--- config.mk ---
export PLATFORM = sky130hd
export DESIGN_NAME = right_hand_maze_walker
export DESIGN_NICKNAME = d
export VERILOG_FILES = /design/src/design/rhw_pkg.sv /design/src/design/rhw_ram.sv /design/src/design/right_hand_maze_walker.sv
export SDC_FILE = /design/constraint.sdc
export NUM_CORES = 1
export LEC_CHECK = 0
export ABC_AREA = 0
export BUFFER_PORTS_ARGS = -buffer_cell sky130_fd_sc_hd__buf_2
export CORE_ASPECT_RATIO = 0.6
export CORE_MARGIN = 2
export CORE_UTILIZATION = 30
export DETAILED_ROUTE_END_ITERATION = 12
export PLACE_DENSITY = 0.47
export SYNTH_ARGS = -nofsm -noshare
export SYNTH_HDL_FRONTEND = slang
export SYNTH_SLANG_ARGS = --single-unit
--- constraint.sdc ---
create_clock -name clk_i -period 8.5 [get_ports clk_i]
set_input_delay 0.425 -clock clk_i [delete_from_list [all_inputs] [get_ports clk_i]]
set_output_delay 0.425 -clock clk_i [all_outputs]
set_load 0.03 [all_outputs]
--- src/design/rhw_pkg.sv ---
package rhw_pkg;

  localparam int unsigned COORD_W   = 4;
  localparam int unsigned GRID_SIDE = 16;
  localparam int unsigned IDX_W     = 2 * COORD_W;

  localparam int unsigned DEF_MAZE_ROWS    = 16;
  localparam int unsigned DEF_MAZE_COLUMNS = 16;

  localparam logic [1:0] KIND_WRITE = 2'd0;
  localparam logic [1:0] KIND_START = 2'd1;
  localparam logic [1:0] KIND_STEP  = 2'd2;

  localparam logic [1:0] DIR_EAST  = 2'd0;
  localparam logic [1:0] DIR_SOUTH = 2'd1;
  localparam logic [1:0] DIR_WEST  = 2'd2;
  localparam logic [1:0] DIR_NORTH = 2'd3;

  localparam logic [1:0] TRY_RIGHT   = 2'd0;
  localparam logic [1:0] TRY_FORWARD = 2'd1;
  localparam logic [1:0] TRY_LEFT    = 2'd2;
  localparam logic [1:0] TRY_BACK    = 2'd3;

  function automatic logic [1:0] turn_dir(logic [1:0] facing, logic [1:0] attempt);
    logic [1:0] dir;
    case (attempt)
      TRY_RIGHT:   dir = facing + 2'd1;
      TRY_FORWARD: dir = facing;
      TRY_LEFT:    dir = facing + 2'd3;
      TRY_BACK:    dir = facing + 2'd2;
      default:     dir = facing;
    endcase
    return dir;
  endfunction

  function automatic logic edge_blocked(logic [COORD_W-1:0] r, logic [COORD_W-1:0] c,
                                        logic [1:0] dir, logic [COORD_W-1:0] last_r,
                                        logic [COORD_W-1:0] last_c);
    logic hit;
    case (dir)
      DIR_EAST:  hit = (c == last_c);
      DIR_SOUTH: hit = (r == last_r);
      DIR_WEST:  hit = (c == '0);
      DIR_NORTH: hit = (r == '0);
      default:   hit = 1'b1;
    endcase
    return hit;
  endfunction

  function automatic logic [COORD_W-1:0] nbr_row(logic [COORD_W-1:0] r, logic [1:0] dir);
    logic [COORD_W-1:0] n;
    case (dir)
      DIR_SOUTH: n = r + COORD_W'(1);
      DIR_NORTH: n = r - COORD_W'(1);
      default:   n = r;
    endcase
    return n;
  endfunction

  function automatic logic [COORD_W-1:0] nbr_col(logic [COORD_W-1:0] c, logic [1:0] dir);
    logic [COORD_W-1:0] n;
    case (dir)
      DIR_EAST: n = c + COORD_W'(1);
      DIR_WEST: n = c - COORD_W'(1);
      default:  n = c;
    endcase
    return n;
  endfunction

endpackage

--- src/design/rhw_ram.sv ---
module rhw_ram #(
  parameter int unsigned AW = 8,
  parameter int unsigned DW = 1
) (
  input  logic          clk_i,
  input  logic          we_i,
  input  logic [AW-1:0] waddr_i,
  input  logic [DW-1:0] wdata_i,
  input  logic          re_i,
  input  logic [AW-1:0] raddr_i,
  output logic [DW-1:0] rdata_o
);

  logic [DW-1:0] mem_q [2**AW];
  logic [DW-1:0] rdata_q;

  always_ff @(posedge clk_i) begin
    if (we_i) begin
      mem_q[waddr_i] <= wdata_i;
    end
  end

  always_ff @(posedge clk_i) begin
    if (re_i) begin
      rdata_q <= mem_q[raddr_i];
    end
  end

  assign rdata_o = rdata_q;

endmodule

--- src/design/right_hand_maze_walker.sv ---
// Right-hand-rule maze walker over a grid of up to 16 by 16 cells. The wall bits and the
// visited bits live in two memories, each with a separate write port and a registered read.
// A start item clears the visited memory one cell per cycle before the next item is
// accepted; after reset a pass clears both memories in the same way. A step item probes
// the sides in the order right, forward, left, back, each one a wall-memory read, until
// one is open or all are tried, and waits while the output register is still full.
// A step after the walk has ended reads no memory. Only one item is in flight at a time;
// the result sits in an output register until its transfer.
module right_hand_maze_walker #(
  parameter int unsigned MAZE_ROWS    = rhw_pkg::DEF_MAZE_ROWS,
  parameter int unsigned MAZE_COLUMNS = rhw_pkg::DEF_MAZE_COLUMNS
) (
  input  logic       clk_i,
  input  logic       rst_ni,
  input  logic       in_valid_i,
  output logic       in_ready_o,
  input  logic [1:0] kind_i,
  input  logic [3:0] row_i,
  input  logic [3:0] column_i,
  input  logic       wall_i,
  output logic       out_valid_o,
  input  logic       out_ready_i,
  output logic [3:0] cur_row_o,
  output logic [3:0] cur_column_o,
  output logic [1:0] heading_o,
  output logic       revisited_o,
  output logic       finished_o,
  output logic       stuck_o
);

  localparam int unsigned CW = rhw_pkg::COORD_W;
  localparam int unsigned IW = rhw_pkg::IDX_W;
  localparam int unsigned EffRows =
      (MAZE_ROWS < rhw_pkg::GRID_SIDE) ? MAZE_ROWS : rhw_pkg::GRID_SIDE;
  localparam int unsigned EffColumns =
      (MAZE_COLUMNS < rhw_pkg::GRID_SIDE) ? MAZE_COLUMNS : rhw_pkg::GRID_SIDE;
  localparam logic [CW-1:0] LastRow = CW'(EffRows - 1);
  localparam logic [CW-1:0] LastCol = CW'(EffColumns - 1);

  localparam logic [1:0] StIdle  = 2'd0;
  localparam logic [1:0] StEval  = 2'd1;
  localparam logic [1:0] StClear = 2'd2;

  logic [1:0]    state_q, state_d;
  logic [IW-1:0] clr_cnt_q, clr_cnt_d;
  logic          clr_wall_q, clr_wall_d;
  logic [CW-1:0] pos_row_q, pos_row_d;
  logic [CW-1:0] pos_col_q, pos_col_d;
  logic [1:0]    facing_q, facing_d;
  logic          moved_q, moved_d;
  logic          done_q, done_d;
  logic          out_valid_q, out_valid_d;

  logic [CW-1:0] out_row_q, out_row_d;
  logic [CW-1:0] out_col_q, out_col_d;
  logic [1:0]    out_head_q, out_head_d;
  logic          out_rev_q, out_rev_d;
  logic          out_fin_q, out_fin_d;
  logic          out_stuck_q, out_stuck_d;

  logic [1:0]    try_q, try_d;
  logic [1:0]    dir_q, dir_d;
  logic          oob_q, oob_d;
  logic          rev_q, rev_d;
  logic          first_q, first_d;
  logic          done_step_q, done_step_d;

  logic          wall_we, wall_wdata, wall_re, wall_rdata;
  logic [IW-1:0] wall_waddr, wall_raddr;
  logic          vis_we, vis_wdata, vis_re, vis_rdata;
  logic [IW-1:0] vis_waddr, vis_raddr;

  logic          in_fire, slot_free, on_border, finish, open_side, rev;
  logic [1:0]    probe_try, probe_dir;
  logic          probe_oob;
  logic [IW-1:0] pos_idx;

  rhw_ram #(.AW(IW), .DW(1)) u_wall_ram (
    .clk_i   (clk_i),
    .we_i    (wall_we),
    .waddr_i (wall_waddr),
    .wdata_i (wall_wdata),
    .re_i    (wall_re),
    .raddr_i (wall_raddr),
    .rdata_o (wall_rdata)
  );

  rhw_ram #(.AW(IW), .DW(1)) u_vis_ram (
    .clk_i   (clk_i),
    .we_i    (vis_we),
    .waddr_i (vis_waddr),
    .wdata_i (vis_wdata),
    .re_i    (vis_re),
    .raddr_i (vis_raddr),
    .rdata_o (vis_rdata)
  );

  assign in_ready_o = (state_q == StIdle);
  assign in_fire    = in_valid_i && in_ready_o;
  assign slot_free  = !out_valid_q || out_ready_i;
  assign pos_idx    = {pos_row_q, pos_col_q};
  assign on_border  = (pos_row_q == '0) || (pos_col_q == '0) ||
                      (pos_row_q == LastRow) || (pos_col_q == LastCol);
  assign finish     = moved_q && on_border;
  assign open_side  = !oob_q && !wall_rdata;
  assign rev        = first_q ? vis_rdata : rev_q;

  assign probe_try  = (state_q == StIdle) ? rhw_pkg::TRY_RIGHT : (try_q + 2'd1);
  assign probe_dir  = rhw_pkg::turn_dir(facing_q, probe_try);
  assign probe_oob  = rhw_pkg::edge_blocked(pos_row_q, pos_col_q, probe_dir, LastRow, LastCol);

  always_comb begin
    state_d     = state_q;
    clr_cnt_d   = clr_cnt_q;
    clr_wall_d  = clr_wall_q;
    pos_row_d   = pos_row_q;
    pos_col_d   = pos_col_q;
    facing_d    = facing_q;
    moved_d     = moved_q;
    done_d      = done_q;
    out_valid_d = out_valid_q && !out_ready_i;
    out_row_d   = out_row_q;
    out_col_d   = out_col_q;
    out_head_d  = out_head_q;
    out_rev_d   = out_rev_q;
    out_fin_d   = out_fin_q;
    out_stuck_d = out_stuck_q;
    try_d       = try_q;
    dir_d       = dir_q;
    oob_d       = oob_q;
    rev_d       = rev_q;
    first_d     = first_q;
    done_step_d = done_step_q;

    wall_we    = 1'b0;
    wall_waddr = {row_i, column_i};
    wall_wdata = wall_i;
    wall_re    = 1'b0;
    wall_raddr = {rhw_pkg::nbr_row(pos_row_q, probe_dir),
                  rhw_pkg::nbr_col(pos_col_q, probe_dir)};
    vis_we     = 1'b0;
    vis_waddr  = pos_idx;
    vis_wdata  = 1'b1;
    vis_re     = 1'b0;
    vis_raddr  = pos_idx;

    case (state_q)
      StClear: begin
        wall_we    = clr_wall_q;
        wall_waddr = clr_cnt_q;
        wall_wdata = 1'b0;
        vis_we     = 1'b1;
        vis_waddr  = clr_cnt_q;
        vis_wdata  = 1'b0;
        clr_cnt_d  = clr_cnt_q + IW'(1);
        if (clr_cnt_q == '1) begin
          clr_wall_d = 1'b0;
          state_d    = StIdle;
        end
      end
      StIdle: begin
        if (in_fire) begin
          case (kind_i)
            rhw_pkg::KIND_WRITE: begin
              wall_we = (row_i <= LastRow) && (column_i <= LastCol);
            end
            rhw_pkg::KIND_START: begin
              pos_row_d = (row_i > LastRow) ? LastRow : row_i;
              pos_col_d = (column_i > LastCol) ? LastCol : column_i;
              facing_d  = rhw_pkg::DIR_EAST;
              moved_d   = 1'b0;
              done_d    = 1'b0;
              clr_cnt_d = '0;
              state_d   = StClear;
            end
            rhw_pkg::KIND_STEP: begin
              done_step_d = done_q;
              first_d     = 1'b1;
              try_d       = rhw_pkg::TRY_RIGHT;
              dir_d       = probe_dir;
              oob_d       = probe_oob;
              wall_re     = !done_q;
              vis_re      = !done_q;
              state_d     = StEval;
            end
            default: begin
            end
          endcase
        end
      end
      StEval: begin
        if (done_step_q) begin
          if (slot_free) begin
            out_valid_d = 1'b1;
            out_row_d   = pos_row_q;
            out_col_d   = pos_col_q;
            out_head_d  = facing_q;
            out_rev_d   = 1'b1;
            out_fin_d   = finish;
            out_stuck_d = !finish;
            state_d     = StIdle;
          end
        end else begin
          vis_we  = 1'b1;
          rev_d   = rev;
          first_d = 1'b0;
          if (finish || open_side || (try_q == rhw_pkg::TRY_BACK)) begin
            if (slot_free) begin
              out_valid_d = 1'b1;
              out_rev_d   = rev;
              out_fin_d   = finish;
              out_stuck_d = 1'b0;
              out_row_d   = pos_row_q;
              out_col_d   = pos_col_q;
              out_head_d  = facing_q;
              state_d     = StIdle;
              if (finish) begin
                done_d = 1'b1;
              end else if (open_side) begin
                pos_row_d  = rhw_pkg::nbr_row(pos_row_q, dir_q);
                pos_col_d  = rhw_pkg::nbr_col(pos_col_q, dir_q);
                facing_d   = dir_q;
                moved_d    = 1'b1;
                out_row_d  = rhw_pkg::nbr_row(pos_row_q, dir_q);
                out_col_d  = rhw_pkg::nbr_col(pos_col_q, dir_q);
                out_head_d = dir_q;
              end else begin
                out_stuck_d = 1'b1;
                done_d      = 1'b1;
              end
            end
          end else begin
            try_d   = probe_try;
            dir_d   = probe_dir;
            oob_d   = probe_oob;
            wall_re = 1'b1;
          end
        end
      end
      default: begin
        state_d = StIdle;
      end
    endcase
  end

  always_ff @(posedge clk_i or negedge rst_ni) begin
    if (!rst_ni) begin
      state_q     <= StClear;
      clr_cnt_q   <= '0;
      clr_wall_q  <= 1'b1;
      pos_row_q   <= '0;
      pos_col_q   <= '0;
      facing_q    <= rhw_pkg::DIR_EAST;
      moved_q     <= 1'b0;
      done_q      <= 1'b0;
      out_valid_q <= 1'b0;
    end else begin
      state_q     <= state_d;
      clr_cnt_q   <= clr_cnt_d;
      clr_wall_q  <= clr_wall_d;
      pos_row_q   <= pos_row_d;
      pos_col_q   <= pos_col_d;
      facing_q    <= facing_d;
      moved_q     <= moved_d;
      done_q      <= done_d;
      out_valid_q <= out_valid_d;
    end
  end

  always_ff @(posedge clk_i) begin
    out_row_q   <= out_row_d;
    out_col_q   <= out_col_d;
    out_head_q  <= out_head_d;
    out_rev_q   <= out_rev_d;
    out_fin_q   <= out_fin_d;
    out_stuck_q <= out_stuck_d;
    try_q       <= try_d;
    dir_q       <= dir_d;
    oob_q       <= oob_d;
    rev_q       <= rev_d;
    first_q     <= first_d;
    done_step_q <= done_step_d;
  end

  assign out_valid_o  = out_valid_q;
  assign cur_row_o    = out_row_q;
  assign cur_column_o = out_col_q;
  assign heading_o    = out_head_q;
  assign revisited_o  = out_rev_q;
  assign finished_o   = out_fin_q;
  assign stuck_o      = out_stuck_q;

  a_not_both: assert property (@(posedge clk_i) disable iff (!rst_ni)
    out_valid_o |-> !(finished_o && stuck_o))
    else $error("result reports finished and stuck together");

  a_pos_in_grid: assert property (@(posedge clk_i) disable iff (!rst_ni)
    out_valid_o |-> (cur_row_o <= LastRow) && (cur_column_o <= LastCol))
    else $error("walker position left the grid");

  a_no_wall_write_in_walk: assert property (@(posedge clk_i) disable iff (!rst_ni)
    (state_q == StEval) |-> !wall_we)
    else $error("wall memory written while a step is evaluated");

  a_step_ends_idle: assert property (@(posedge clk_i) disable iff (!rst_ni)
    (state_q == StEval) && (state_d == StIdle) |=> out_valid_q)
    else $error("step finished without a result");

endmodule

==> summary.txt <==
Status
  • Status: finished, final reports clean

Synthesis
  • Yosys reg bits: ~560
  • Async SR Flop Fraction: 0.0429
  • Syn nets: around 2200
  • Mapped Cells: approximately 2100
  • Unique masters post-synth: 80
  • Top cells by area, synth: edfxtp_1, mux4_2, nor2_1
  • Mapped cell area: around 27000 um^2
  • EDFF count, synth: about 540
  • Avg Synthesized Cell Area: 12.8 um^2
  • Top-area cell type share of the netlist area: 0.586
  • Ys flop type: edfxtp_1
  • Warnings, synthesis: 0
  • Post-synth top area cell: edfxtp_1
  • Sequential fraction of the synthesis area: 0.608

Placement
  • Post-DP HPWL: between 50000 and 60000 um
  • Pre-CTS setup slack: around 2800 ps
  • GPL Wtd Cong: approximately 0.84
  • Buffers on Ports: 29

Route
  • Via count: roughly 19000
  • Post-route ant nets: 0
  • Final WL: about 86000 um
  • Via-to-Cell Ratio: ~5.5
  • Drt first pass iters: 6
  • Wire length per cell: 25.4 um
  • Remaining DRCs: 0
  • First DRT Iteration DRCs: ~2400

Worst setup path
  • R2r endpoint: u_wall_ram.rdata_o
  • Worst Path Max Fanout: 40
  • WP data arrival: slightly above 6000 ps
  • Worst Setup Start Kind: register
  • WS Path Type: register to register
  • Endpoint class of the critical path: register
  • Worst EP required: 8860 ps
  • Cells on worst reg2reg path: 15
  • R2r startpoint: state_q[1]
  • Flop2flop setup slack: 2820 ps

Power
  • VDD IR-drop max: 0.000579 V
  • LEAKAGE: ~9.3 nW
  • Pwr Total: about 12 mW
  • P per Cell Area: between 300 and 400 nW/um^2

Min path
  • Hold depth: 3
  • Min-delay src: out_ready_i
  • Hold Crit Class: input pin to register
  • Hold EP: out_valid_o

STA
  • Final setup violation count: 0
  • Worst Slack Setup Final: 2820 ps
  • Hold Fails Final Rpt: 0
  • Crit path time final: around 5700 ps
  • Setup TNS: 0 ps
  • Max Clock Skew: between 30 and 40 ps
  • Worst Tran Pin Value: 1270 ps
  • Peak Freq: ~0.18 GHz
  • Pins Over Slew Limit: 0
  • Hold WS: roughly 120 ps
  • Slew headroom: 0.154
  • Crit share post-route: 0.668
  • Unrepaired setup endpoints after global routing: false

Clock tree
  • Clk pin slew, worst setup/hold paths: 70 ps
  • Clk_lat worst skew: approximately 630 ps
  • Cts bufs inserted: 57
  • Cts repair resizes: 0
  • Post-CTS Hold Buffers: 1
  • Clock Sinks: approximately 560
  • H-tree Lvls: 2
  • Clock tree buffer depth: 3
  • CTS tree: built
  • Root Driver: clkbuf_16
  • Post-CTS Setup Inserts: 0

Global routing
  • GR Util All Layers: 0.180
  • First-pass GRT wire length: roughly 130000 um
  • Vias in the first global route: roughly 18000
  • Initial antenna violation count: 5
  • Total congestion overflow: 0
  • Largest net degree at the start of global routing: 140

Final layout
  • P&R area growth vs syn: 11.9%
  • Fill cells: roughly 8900
  • Final #Nets: about 2100
  • Share of layout cells above drive strength 1: 0.174

Floorplanning
  • Initial core utilization: 0.304
  • Die Wd: around 400 um
  • Die Area: about 94000 um^2
  • Die Ht: about 240 um
  • Core area: around 90000 um^2
  • Cell Rows: 85
  • Top-level port count: 30

Run
  • Max Cap Viol: 0
worst max path at each step:
| stage | from | endpoint |
|---|---|---|
| 6_report | state_q[1] | u_wall_ram.rdata_o |
| 5_1_grt | state_q[1] | u_wall_ram.rdata_o |
| 4_1_cts | state_q[1] | u_wall_ram.rdata_o |
| 3_5_place_dp | state_q[1] | u_wall_ram.rdata_o |
| 3_3_place_gp | state_q[1] | u_wall_ram.rdata_o |
| 2_1_floorplan | state_q[0] | u_wall_ram.mem_q[147] |
synth_stat cells, types with 15 or more instances:
cell type,n
o22ai_1,35
clkbuf_1,115
mux2_2,18
edfxtp_1,535
dfrtp_1,22
nand3_1,30
buf_2,30
mux2i_1,42
a21oi_1,43
mux4_2,161
nor3_1,25
buf_1,15
o21ai_0,42
nand2_1,187
nor2_1,579
final cells by class:
| type | count | area, um^2 | area share |
|---|---|---|---|
| clock buffers | 62 | 1450 | 0.0471 |
| inverters | 18 | 72.6 | 0.00236 |
| diodes | 1 | 2.50 | 0.0000815 |
| flip-flops and latches | 559 | 16700 | 0.543 |
| repair buffers | 84 | 571 | 0.0186 |
| clock inverters | 46 | 400 | 0.0130 |
| multi-input cells | 1399 | 10000 | 0.326 |
| well taps | 1218 | 1520 | 0.0496 |
critical path, stage by stage (launching register included):
cell and delay [ps]:
dfstp_2 530, inv_1 70, ha_1 300, nor2_1 300, xor2_4 700, buf_4 600, nand3_1 130, nor3_1 240
nor2_2 120, nand2_1 360, buf_4 420, mux2i_1 500, o32ai_1 140, or3_1 480, a221oi_1 300, a31oi_1 100
sequential cells by signal, indices dropped and copies added, names as in the netlist, 2 cells and up:
name              flops
facing_q              2
u_vis_ram.mem_q     256
u_wall_ram.mem_q    256
try_q                 2
clr_cnt_q             8
pos_col_q             4
heading_o             2
state_q               2
cur_row_o             4
dir_q                 2
cur_column_o          4
pos_row_q             4
power by group:
group          switching [mW]  leakage [nW]  internal (mW)
clock                    1.13         0.898           1.39
sequential              0.219          5.10           3.45
combinational            3.64          3.29           1.96
cell usage in the layout, fill, tap and decap left out, types with 12 or more instances in the layout:
cell type  netlist  routed
nor2_1         579     578
edfxtp_1       535     535
nand2_1        187     187
mux4_2         161     161
clkbuf_16        0      57
buf_4            8      52
a21oi_1         43      43
mux2i_1         42      42
o21ai_0         42      42
o22ai_1         35      35
nand3_1         30      30
buf_2           30      29
nor3_1          25      25
mux2_2          18      18
dfrtp_1         22      18
clkinv_1         4      17
and3_1          14      14
o31ai_1         14      14
a31oi_1         14      14
clkinv_2         0      14
nand4_1         13      13
inv_1           13      12
through the flow:
step / utilization / cells / area [um^2]
floorplan: - / 2146 / 27400
global placement: 0.320 / 3276 / 28800
detailed placement: 0.320 / 3276 / 28800
CTS: 0.341 / 3385 / 30700
global route: 0.341 / 3387 / 30700
finish: 0.341 / 3387 / 30700
kinds of logic (layout without fill, tap and decap cells):
family,after synthesis,in the layout,synth area share
other,0,1,0
muxes,223,223,0.156
buffers and inverters,188,210,0.0287
adders and majority gates,11,11,0.00502
DFF,559,559,0.608
xor gates and xnor gates,23,23,0.00762
AOI/OAI and AO/OA,237,237,0.0589
and+or+nand+nor,905,905,0.136
layer usage:
| layer | vias up | part of all wire | global-route usage |
|---|---|---|---|
| met5 | - | 0 | 0 |
| met4 | 0 | 0.018 | 0.0356 |
| met3 | 118 | 0.092 | 0.0374 |
| met2 | 880 | 0.41 | 0.253 |
| met1 | 9764 | 0.48 | 0.284 |
| li1 | 7958 | - | - |
No activity file was read; power rests on OpenSTA's default activity.
